### config.mk
export PLATFORM = sky130hd
export DESIGN_NAME = keyvalue_snapshot_tokenizer
export DESIGN_NICKNAME = d
export VERILOG_FILES = /design/src/rtl/core/kvst_pkg.sv /design/src/rtl/core/kvst_in_reg.sv /design/src/rtl/core/kvst_parser.sv /design/src/rtl/core/kvst_out_reg.sv /design/src/rtl/core/keyvalue_snapshot_tokenizer.sv
export SDC_FILE = /design/constraint.sdc
export NUM_CORES = 1
export LEC_CHECK = 0
export BUFFER_PORTS_ARGS = -buffer_cell sky130_fd_sc_hd__buf_4
export CAP_MARGIN = 20
export CELL_PAD_IN_SITES_DETAIL_PLACEMENT = 0
export CELL_PAD_IN_SITES_GLOBAL_PLACEMENT = 1
export CORE_MARGIN = 3
export CORE_UTILIZATION = 35
export CTS_BUF_LIST = sky130_fd_sc_hd__clkbuf_8
export DETAILED_ROUTE_END_ITERATION = 10
export PLACE_DENSITY_LB_ADDON = 0.2
export SLEW_MARGIN = 20
export SYNTH_ARGS = -nofsm -noshare
export SYNTH_HDL_FRONTEND = slang
export SYNTH_SLANG_ARGS = --single-unit
### constraint.sdc
create_clock -name i_clk -period 9.84 [get_ports i_clk]
set_clock_uncertainty 0.15 [all_clocks]
set_input_delay 1.968 -clock i_clk [delete_from_list [all_inputs] [get_ports i_clk]]
set_output_delay 1.968 -clock i_clk [all_outputs]
set_load 0.03 [all_outputs]
### src/rtl/core/kvst_pkg.sv
// Shared types, token codes and header constants for the snapshot tokenizer.
package kvst_pkg;

    localparam int COUNT_WIDTH = 32;

    localparam logic [3:0] KIND_HEADER_OK    = 4'd0;
    localparam logic [3:0] KIND_HEADER_BAD   = 4'd1;
    localparam logic [3:0] KIND_DB_INDEX     = 4'd2;
    localparam logic [3:0] KIND_TABLE_SIZE   = 4'd3;
    localparam logic [3:0] KIND_EXPIRY_SIZE  = 4'd4;
    localparam logic [3:0] KIND_EXPIRY_MS    = 4'd5;
    localparam logic [3:0] KIND_EXPIRY_S     = 4'd6;
    localparam logic [3:0] KIND_STR_LEN      = 4'd7;
    localparam logic [3:0] KIND_STR_BYTE     = 4'd8;
    localparam logic [3:0] KIND_INT_STRING   = 4'd9;
    localparam logic [3:0] KIND_END          = 4'd10;
    localparam logic [3:0] KIND_BAD_TYPE     = 4'd11;
    localparam logic [3:0] KIND_BAD_ENCODING = 4'd12;

    localparam logic [7:0] OP_METADATA  = 8'hFA;
    localparam logic [7:0] OP_SELECT_DB = 8'hFE;
    localparam logic [7:0] OP_TABLE_SZ  = 8'hFB;
    localparam logic [7:0] OP_EXPIRY_MS = 8'hFC;
    localparam logic [7:0] OP_EXPIRY_S  = 8'hFD;
    localparam logic [7:0] OP_END       = 8'hFF;
    localparam logic [7:0] ENC_INT_MAX  = 8'hC2;
    localparam logic [7:0] TYPE_STRING  = 8'h00;

    typedef struct packed {
        logic [7:0] data_byte;
        logic       start_of_file;
    } t_in_word;

    typedef struct packed {
        logic [3:0]  token_kind;
        logic [63:0] token_value;
        logic [1:0]  string_role;
        logic        last_byte;
    } t_out_word;

    typedef struct packed {
        logic     vld;
        t_in_word word;
    } t_in_stage;

    typedef struct packed {
        logic      vld;
        t_out_word word;
    } t_result;

    function automatic logic [7:0] magic_byte(input logic [2:0] idx);
        logic [7:0] m;
        unique case (idx)
            3'd0:    m = 8'h52;
            3'd1:    m = 8'h45;
            3'd2:    m = 8'h44;
            3'd3:    m = 8'h49;
            3'd4:    m = 8'h53;
            default: m = 8'h00;
        endcase
        return m;
    endfunction

endpackage

### src/rtl/core/kvst_in_reg.sv
// Input register: holds one accepted word until the parser takes it.
module kvst_in_reg import kvst_pkg::*; (
    input  logic      i_clk,
    input  logic      i_rst_n,
    input  logic      i_valid,
    input  t_in_word  i_word,
    output logic      o_stall,
    input  logic      i_advance,
    output t_in_stage o_stage
);

    logic     r_vld;
    logic     n_vld;
    t_in_word r_word;
    logic     load;

    assign o_stall = r_vld & ~i_advance;
    assign load    = i_valid & ~o_stall;

    always_comb begin
        n_vld = r_vld;
        if (load) begin
            n_vld = 1'b1;
        end else if (i_advance) begin
            n_vld = 1'b0;
        end
    end

    always_ff @(posedge i_clk) begin
        if (!i_rst_n) begin
            r_vld <= 1'b0;
        end else begin
            r_vld <= n_vld;
        end
        if (load) begin
            r_word <= i_word;
        end
    end

    assign o_stage.vld  = r_vld;
    assign o_stage.word = r_word;

endmodule

### src/rtl/core/kvst_parser.sv
// Parser state and single-pass decode of one file byte into at most one token.
module kvst_parser import kvst_pkg::*; (
    input  logic      i_clk,
    input  logic      i_rst_n,
    input  logic      i_advance,
    input  t_in_word  i_word,
    output t_result   o_result
);

    typedef enum logic [3:0] {
        PH_HDR, PH_TOP, PH_DEAD, PH_EXP, PH_VTYPE, PH_STRB, PH_SZ0, PH_SZC, PH_INT
    } t_phase;

    localparam logic [1:0] PUR_DB     = 2'd0;
    localparam logic [1:0] PUR_TSIZE  = 2'd1;
    localparam logic [1:0] PUR_ESIZE  = 2'd2;
    localparam logic [1:0] PUR_STRLEN = 2'd3;

    localparam logic [COUNT_WIDTH-1:0] COUNT_CAP = '1;

    t_phase                 r_phase, n_phase, c_phase;
    logic [3:0]             r_pos, n_pos, c_pos;
    logic                   r_match, n_match, c_match;
    logic [63:0]            r_acc, n_acc, c_acc;
    logic [31:0]            r_sleft, n_sleft, c_sleft;
    logic [COUNT_WIDTH-1:0] r_eleft, n_eleft, c_eleft;
    logic [1:0]             r_role, n_role, c_role;
    logic                   r_secs, n_secs, c_secs;
    logic [1:0]             r_pur, n_pur;
    logic [1:0]             r_ilen, n_ilen;

    logic [7:0]  b;
    logic [3:0]  pos_inc;
    logic        do_fin;
    logic [63:0] fin_v;
    logic        do_vtype;
    logic        do_sdone;
    logic [31:0] sleft_dec;
    logic [2:0]  ipos_inc;
    logic [2:0]  ineed;
    logic [63:0] ival;
    t_result     res;

    always_comb begin
        b        = i_word.data_byte;
        c_phase  = i_word.start_of_file ? PH_HDR : r_phase;
        c_pos    = i_word.start_of_file ? 4'd0 : r_pos;
        c_match  = i_word.start_of_file ? 1'b1 : r_match;
        c_acc    = i_word.start_of_file ? 64'd0 : r_acc;
        c_sleft  = i_word.start_of_file ? 32'd0 : r_sleft;
        c_eleft  = i_word.start_of_file ? '0 : r_eleft;
        c_role   = i_word.start_of_file ? 2'd0 : r_role;
        c_secs   = i_word.start_of_file ? 1'b0 : r_secs;

        n_phase  = c_phase;
        n_pos    = c_pos;
        n_match  = c_match;
        n_acc    = c_acc;
        n_sleft  = c_sleft;
        n_eleft  = c_eleft;
        n_role   = c_role;
        n_secs   = c_secs;
        n_pur    = r_pur;
        n_ilen   = r_ilen;

        pos_inc   = c_pos + 4'd1;
        ipos_inc  = {1'b0, c_pos[1:0]} + 3'd1;
        ineed     = 3'd1 << r_ilen;
        sleft_dec = c_sleft - 32'd1;
        ival      = 64'd0;
        do_fin    = 1'b0;
        fin_v     = 64'd0;
        do_vtype  = 1'b0;
        do_sdone  = 1'b0;
        res       = '0;

        unique case (c_phase)
            PH_HDR: begin
                if (c_pos < 4'd5 && b != magic_byte(c_pos[2:0])) begin
                    n_match = 1'b0;
                end
                n_pos = pos_inc;
                if (pos_inc >= 4'd9) begin
                    res.vld              = 1'b1;
                    res.word.token_kind  = n_match ? KIND_HEADER_OK : KIND_HEADER_BAD;
                    n_phase              = n_match ? PH_TOP : PH_DEAD;
                    n_pos                = 4'd0;
                end
            end
            PH_TOP: begin
                if (c_eleft != '0) begin
                    n_eleft = c_eleft - 1'b1;
                    if (b == OP_EXPIRY_MS || b == OP_EXPIRY_S) begin
                        n_secs  = (b == OP_EXPIRY_S);
                        n_acc   = 64'd0;
                        n_pos   = 4'd0;
                        n_phase = PH_EXP;
                    end else begin
                        do_vtype = 1'b1;
                    end
                end else begin
                    case (b)
                        OP_METADATA: begin
                            n_role  = 2'd0;
                            n_pur   = PUR_STRLEN;
                            n_phase = PH_SZ0;
                        end
                        OP_SELECT_DB: begin
                            n_pur   = PUR_DB;
                            n_phase = PH_SZ0;
                        end
                        OP_TABLE_SZ: begin
                            n_pur   = PUR_TSIZE;
                            n_phase = PH_SZ0;
                        end
                        OP_END: begin
                            res.vld             = 1'b1;
                            res.word.token_kind = KIND_END;
                            n_phase             = PH_DEAD;
                        end
                        default: begin
                        end
                    endcase
                end
            end
            PH_EXP: begin
                for (int i = 0; i < 8; i++) begin
                    if (c_pos[2:0] == 3'(i)) begin
                        n_acc[8*i +: 8] = c_acc[8*i +: 8] | b;
                    end
                end
                n_pos = {1'b0, c_pos[2:0]} + 4'd1;
                if (n_pos >= (c_secs ? 4'd4 : 4'd8)) begin
                    res.vld              = 1'b1;
                    res.word.token_kind  = c_secs ? KIND_EXPIRY_S : KIND_EXPIRY_MS;
                    res.word.token_value = n_acc;
                    n_phase              = PH_VTYPE;
                end
            end
            PH_VTYPE: begin
                do_vtype = 1'b1;
            end
            PH_STRB: begin
                res.vld              = 1'b1;
                res.word.token_kind  = KIND_STR_BYTE;
                res.word.token_value = {56'd0, b};
                res.word.string_role = c_role;
                res.word.last_byte   = (c_sleft <= 32'd1);
                if (c_sleft != 32'd0) begin
                    n_sleft = sleft_dec;
                end
                if (n_sleft == 32'd0) begin
                    do_sdone = 1'b1;
                end
            end
            PH_SZ0: begin
                case (b[7:6])
                    2'b00: begin
                        do_fin = 1'b1;
                        fin_v  = {58'd0, b[5:0]};
                    end
                    2'b01: begin
                        n_acc   = {58'd0, b[5:0]};
                        n_pos   = 4'd1;
                        n_phase = PH_SZC;
                    end
                    2'b10: begin
                        n_acc   = 64'd0;
                        n_pos   = 4'd4;
                        n_phase = PH_SZC;
                    end
                    default: begin
                        if (r_pur == PUR_STRLEN && b <= ENC_INT_MAX) begin
                            n_acc   = 64'd0;
                            n_pos   = 4'd0;
                            n_ilen  = b[1:0];
                            n_phase = PH_INT;
                        end else begin
                            res.vld              = 1'b1;
                            res.word.token_kind  = KIND_BAD_ENCODING;
                            res.word.token_value = {56'd0, b};
                            n_phase              = PH_DEAD;
                        end
                    end
                endcase
            end
            PH_SZC: begin
                n_acc = {c_acc[55:0], b};
                if (c_pos != 4'd0) begin
                    n_pos = c_pos - 4'd1;
                end
                if (n_pos == 4'd0) begin
                    do_fin = 1'b1;
                    fin_v  = n_acc;
                end
            end
            PH_INT: begin
                for (int i = 0; i < 4; i++) begin
                    if (c_pos[1:0] == 2'(i)) begin
                        n_acc[8*i +: 8] = c_acc[8*i +: 8] | b;
                    end
                end
                n_pos = {1'b0, ipos_inc};
                if (ipos_inc >= ineed) begin
                    case (r_ilen)
                        2'd0:    ival = {{56{n_acc[7]}}, n_acc[7:0]};
                        2'd1:    ival = {{48{n_acc[15]}}, n_acc[15:0]};
                        default: ival = {{32{n_acc[31]}}, n_acc[31:0]};
                    endcase
                    res.vld              = 1'b1;
                    res.word.token_kind  = KIND_INT_STRING;
                    res.word.token_value = ival;
                    res.word.string_role = c_role;
                    do_sdone             = 1'b1;
                end
            end
            default: begin
                n_phase = PH_DEAD;
            end
        endcase

        if (do_vtype) begin
            if (b == TYPE_STRING) begin
                n_role  = 2'd2;
                n_pur   = PUR_STRLEN;
                n_phase = PH_SZ0;
            end else begin
                res.vld              = 1'b1;
                res.word.token_kind  = KIND_BAD_TYPE;
                res.word.token_value = {56'd0, b};
                n_phase              = PH_DEAD;
            end
        end

        if (do_fin) begin
            res.vld              = 1'b1;
            res.word.token_value = fin_v;
            case (r_pur)
                PUR_DB: begin
                    res.word.token_kind = KIND_DB_INDEX;
                    n_phase             = PH_TOP;
                end
                PUR_TSIZE: begin
                    res.word.token_kind = KIND_TABLE_SIZE;
                    n_eleft = (fin_v[63:COUNT_WIDTH] != '0) ? COUNT_CAP
                                                            : fin_v[COUNT_WIDTH-1:0];
                    n_pur               = PUR_ESIZE;
                    n_phase             = PH_SZ0;
                end
                PUR_ESIZE: begin
                    res.word.token_kind = KIND_EXPIRY_SIZE;
                    n_phase             = PH_TOP;
                end
                default: begin
                    res.word.token_kind  = KIND_STR_LEN;
                    res.word.string_role = c_role;
                    n_sleft              = fin_v[31:0];
                    if (fin_v[31:0] == 32'd0) begin
                        do_sdone = 1'b1;
                    end else begin
                        n_phase = PH_STRB;
                    end
                end
            endcase
        end

        if (do_sdone) begin
            case (c_role)
                2'd0: begin
                    n_role  = 2'd1;
                    n_pur   = PUR_STRLEN;
                    n_phase = PH_SZ0;
                end
                2'd2: begin
                    n_role  = 2'd3;
                    n_pur   = PUR_STRLEN;
                    n_phase = PH_SZ0;
                end
                default: begin
                    n_phase = PH_TOP;
                end
            endcase
        end
    end

    always_ff @(posedge i_clk) begin
        if (!i_rst_n) begin
            r_phase <= PH_HDR;
            r_pos   <= 4'd0;
            r_match <= 1'b1;
            r_acc   <= 64'd0;
            r_sleft <= 32'd0;
            r_eleft <= '0;
            r_role  <= 2'd0;
            r_secs  <= 1'b0;
            r_pur   <= PUR_DB;
            r_ilen  <= 2'd0;
        end else if (i_advance) begin
            r_phase <= n_phase;
            r_pos   <= n_pos;
            r_match <= n_match;
            r_acc   <= n_acc;
            r_sleft <= n_sleft;
            r_eleft <= n_eleft;
            r_role  <= n_role;
            r_secs  <= n_secs;
            r_pur   <= n_pur;
            r_ilen  <= n_ilen;
        end
    end

    assign o_result = res;

endmodule

### src/rtl/core/kvst_out_reg.sv
// Result register: holds one token until the consumer takes it.
module kvst_out_reg import kvst_pkg::*; (
    input  logic      i_clk,
    input  logic      i_rst_n,
    input  logic      i_advance,
    input  t_result   i_result,
    input  logic      i_stall,
    output logic      o_valid,
    output t_out_word o_word
);

    logic      r_vld;
    logic      n_vld;
    t_out_word r_word;
    logic      load;

    assign load = i_advance & i_result.vld;

    always_comb begin
        n_vld = r_vld;
        if (load) begin
            n_vld = 1'b1;
        end else if (!i_stall) begin
            n_vld = 1'b0;
        end
    end

    always_ff @(posedge i_clk) begin
        if (!i_rst_n) begin
            r_vld <= 1'b0;
        end else begin
            r_vld <= n_vld;
        end
        if (load) begin
            r_word <= i_result.word;
        end
    end

    assign o_valid = r_vld;
    assign o_word  = r_word;

endmodule

### src/rtl/core/keyvalue_snapshot_tokenizer.sv
// Top level of the snapshot tokenizer: input register, parser, result register.
//
//  channel | direction | handshake                 | word
//  --------+-----------+---------------------------+-----------
//  in      | sink      | i_in_valid / o_in_stall   | t_in_word
//  out     | source    | o_out_valid / i_out_stall | t_out_word
//
// One byte per cycle, sustained while the output is not stalled.
// Each byte passes the input register, is decoded combinationally by the parser,
// and its token (if any) lands in the result register.
// Reset is synchronous, active low, and returns the parser to the header.
// A stall on the output holds the result register; input stalls only when
// both registers are full and the output is stalled.
module keyvalue_snapshot_tokenizer import kvst_pkg::*; (
    input  logic      i_clk,
    input  logic      i_rst_n,
    input  logic      i_in_valid,
    input  t_in_word  i_in_word,
    output logic      o_in_stall,
    output logic      o_out_valid,
    output t_out_word o_out_word,
    input  logic      i_out_stall
);

    t_in_stage in_stage;
    t_result   result;
    logic      advance;

    assign advance = in_stage.vld & (~o_out_valid | ~i_out_stall);

    kvst_in_reg u_in_reg (
        .i_clk     (i_clk),
        .i_rst_n   (i_rst_n),
        .i_valid   (i_in_valid),
        .i_word    (i_in_word),
        .o_stall   (o_in_stall),
        .i_advance (advance),
        .o_stage   (in_stage)
    );

    kvst_parser u_parser (
        .i_clk     (i_clk),
        .i_rst_n   (i_rst_n),
        .i_advance (advance),
        .i_word    (in_stage.word),
        .o_result  (result)
    );

    kvst_out_reg u_out_reg (
        .i_clk     (i_clk),
        .i_rst_n   (i_rst_n),
        .i_advance (advance),
        .i_result  (result),
        .i_stall   (i_out_stall),
        .o_valid   (o_out_valid),
        .o_word    (o_out_word)
    );

endmodule

==> results.md <==
- Outcome: completed
- GRT overflow: 0
- Most used cell, CP: ha_1
- CTS buffer count: 44
- Net Count, Synth: 2,019
- CP endpoint kind: flip-flop
- Switching portion of total power: 28.5%
- Final Hold Fails: 0
- CTS tree: built
- Crit-path max cell delay: 800 ps
- CP top delay family: adder cells
- Syn avg cell area: 7.55 um^2
- Register area share after synthesis: 35.6%
- Worst skew pair latency: 640 ps
- Synthesis Warnings: 0
- Top FF cell, synth: dfxtp_1
- # rows: 75
- Drc violations: 0
- Clock root buffer: clkbuf_8
- Worst Max-Slew Pin Slew: 1050 ps
- DP Worst Slack: 4420 ps
- Fraction of registers with async set/reset: 0%
- Final worst slack: 4380 ps
- Routed len/inst: 24.4 um
- Nets@finish: 2,013
- WS Path Type: flip-flop to flip-flop
- Largest net degree at the start of global routing: 132
- CTS Sinks: 226
- Crit path required time: 9910 ps
- Vias per cell: 6.19
- Final Max Tran Viols: 0
- Via Count: 15.8k
- Count of unique library cells instantiated by Yosys: 85
- Max-cap violations: 0
- Initial Util: 35.6%
- Mapped Area: 15,000 um^2
- Placed Area: 15,900 um^2
- Dpl hpwl: 40.6 mm
- Die W: 213 um
- Routability cong.: 0.890
- Post-CTS setup repair buffer count: 0
- Die ar.: 45,200 um^2
- Share of layout cells above drive strength 1: 11.4%
- Leakage power: 6.12 nW
- CORE AREA: 42,000 um^2
- Final setup viols: 0
- Worst slew margin: 29.7%
- Placed cell count: 2,468
- Drt first pass iters: 9
- Post-CTS Resized: 0
- Leading area contributor after synthesis: dfxtp_1
- Synth-to-Final Area Change: 12.7%
- Final Non-Filler Cells: 2,551
- Period minus WS final: 5460 ps
- Total GRT Usage: 26.9%
- Comb pwr share: 11.4%
- Arr. time, crit path: 5530 ps
- Design area: 16,800 um^2
- Min Hold Slack: 326 ps
- Number of synthesized register bits: 226
- CTS clk-pin slew, worst paths: 60 ps
- P_sw: 0.658 mW
- Critical-path cell list: buf_12 -> nor2b_1 -> ha_1 -> ha_1 -> ha_1 -> nand2_1 -> nand2_1 -> a21oi_1 -> nor2_2 -> buf_4 -> nor2_1 -> a41oi_4 -> buf_4
- VDD IR max: 0.0789 mV
- Setup_tns: 0 ps
- Vias in the first global route: 14.9k
- RSZ-0062 raised after global routing: no
- Fmax: 183 MHz
- Tcrit/Tclk final: 55.5%
- Iteration-0 DRC Markers: 1,702
- Syn Inst Count: 1,981
- Area contributors post-synth: dfxtp_1, edfxtp_1, nand2_1, nor2_1, a21oi_1
- Routed Antenna Nets: 0
- Internal power: 1.65 mW
- Synth top area share: 19.5%
- Post-synth EDFFs: 80
- H-tree lvl count: 2
- Initial antenna violation count: 2
- Crit start category: flip-flop
- Worst Path Buf+Inv: 3
- Hold Path Class: flip-flop to flip-flop
- Crit path max-delay cell type: a41oi_4
- Clock buffer depth: 3
- Die H: 213 um
- I/O pin total: 86
- Input/output buffers: 85
- Power share of the clock group: 45.0%
- Final wirelength: 62.4 mm
- CP max FO: 131
- Global-route wire length before repair: 93.8 mm
- Share of power burned in registers: 43.6%
- Pwr Density: 137 nW/um^2
- # hold bufs at CTS: 0
## cells in the final DEF (no fill, tap or decap), types with 7 or more instances in the layout
cell / Yosys / routed
a311oi_1: 7 / 7
nand2_1: 272 / 271
a21o_1: 11 / 11
clkinv_2: 0 / 10
nor2_1: 271 / 269
nand3b_1: 10 / 10
clkbuf_8: 0 / 52
and3_1: 9 / 9
nor4_1: 39 / 39
a21oi_1: 195 / 195
a22oi_1: 76 / 76
inv_1: 28 / 37
o221ai_1: 14 / 14
or2_2: 7 / 7
a222oi_1: 11 / 11
and2_1: 15 / 14
or4_1: 8 / 8
o21ai_0: 150 / 150
a221oi_1: 8 / 8
edfxtp_1: 80 / 80
nor2b_1: 27 / 27
nand3_1: 34 / 34
nor3_1: 54 / 54
o22ai_1: 19 / 19
nand2b_1: 12 / 11
a211oi_1: 11 / 11
nand4_1: 15 / 15
o21a_1: 8 / 8
nor3b_1: 15 / 14
a31oi_1: 32 / 32
ha_1: 25 / 25
a221o_1: 10 / 10
xnor2_1: 28 / 28
xor2_1: 14 / 14
or3_1: 22 / 22
o211ai_1: 27 / 27
buf_4: 6 / 119
dfxtp_1: 146 / 146
## logic make-up (layout without fill, tap and decap cells)
kind of cell / count (synthesis) / after routing / synth area share (%)
AND/OR/NAND/NOR: 837 / 837 / 26.4
AO/OA/AOI/OAI: 646 / 646 / 27.7
flip-flops: 226 / 226 / 35.6
buffers and inverters: 200 / 230 / 5.39
XOR/XNOR: 42 / 42 / 2.46
adder cells (fa/ha/maj): 25 / 25 / 2.09
multiplexers: 5 / 5 / 0.335
other: 0 / 1 / 0
## metrics by stage
step                total power [mW]  util, %
finish                          2.31     40.1
global route                    2.40     40.1
CTS                             2.32     40.1
detailed placement              1.28     37.8
global placement                1.28     37.8
floorplan                       1.20        -
## power groups by stage
stage               logic, mW  clock network, mW  registers [mW]
finish                  0.264               1.04            1.01
global route            0.284               1.11            1.01
floorplan               0.179                  0            1.02
CTS                     0.259               1.06            1.00
detailed placement      0.258                  0            1.02
global placement        0.257                  0            1.02
## registers in the layout, summed over array words and instances, names as in the netlist, 4 cells and up
signal,cells
u_parser.r_phase,4
u_parser.r_pos,4
u_parser.r_acc,64
u_parser.r_sleft,32
u_out_reg.o_word,71
u_parser.r_eleft,32
u_in_reg.o_stage,9
## synthesized netlist by cell type, types with 25 or more instances
cell and n:
nor2b_1 27, o211ai_1 27, clkbuf_1 138, nand2_1 272
inv_1 28, dfxtp_1 146, o21ai_0 150, nor4_1 39
edfxtp_1 80, ha_1 25, a22oi_1 76, nor2_1 271
a21oi_1 195, xnor2_1 28, nand3_1 34, a31oi_1 32
nor3_1 54
## final timing paths
kind                        from             endpoint  slack, ps  cells after the start
max reg2reg  u_in_reg.o_stage[0]  u_out_reg.o_word[1]       4380                     13
min reg2reg   u_parser.r_acc[38]   u_parser.r_acc[38]        330                      2
max          u_in_reg.o_stage[0]  u_out_reg.o_word[1]       4380                     13
min           u_parser.r_acc[38]   u_parser.r_acc[38]        330                      2
## final cells by class
class / instances / area, um^2
Multi-Input combinational cell: 1555 / 8870
Inverter: 28 / 108
Tap cell: 539 / 674
Fill cell: 4397 / 25200
Sequential cell: 226 / 5330
Antenna cell: 1 / 2.50
Clock inverter: 30 / 241
Timing Repair Buffer: 120 / 913
Clock buffer: 52 / 716
## layer usage
layer | track usage (%) | routed length [um]
met1 | 35.6 | 26700
met2 | 42.4 | 28200
met3 | 5.16 | 4500
met4 | 12.8 | 2950
met5 | 0 | 10
## worst min-delay path, delay by kind of cell, from the launching register on
kind,cells,cell delay (ps)
DFF,1,320
AOI/OAI and AO/OA,1,50
and+or+nand+nor,1,60
Power figures use the tool's default switching activity.
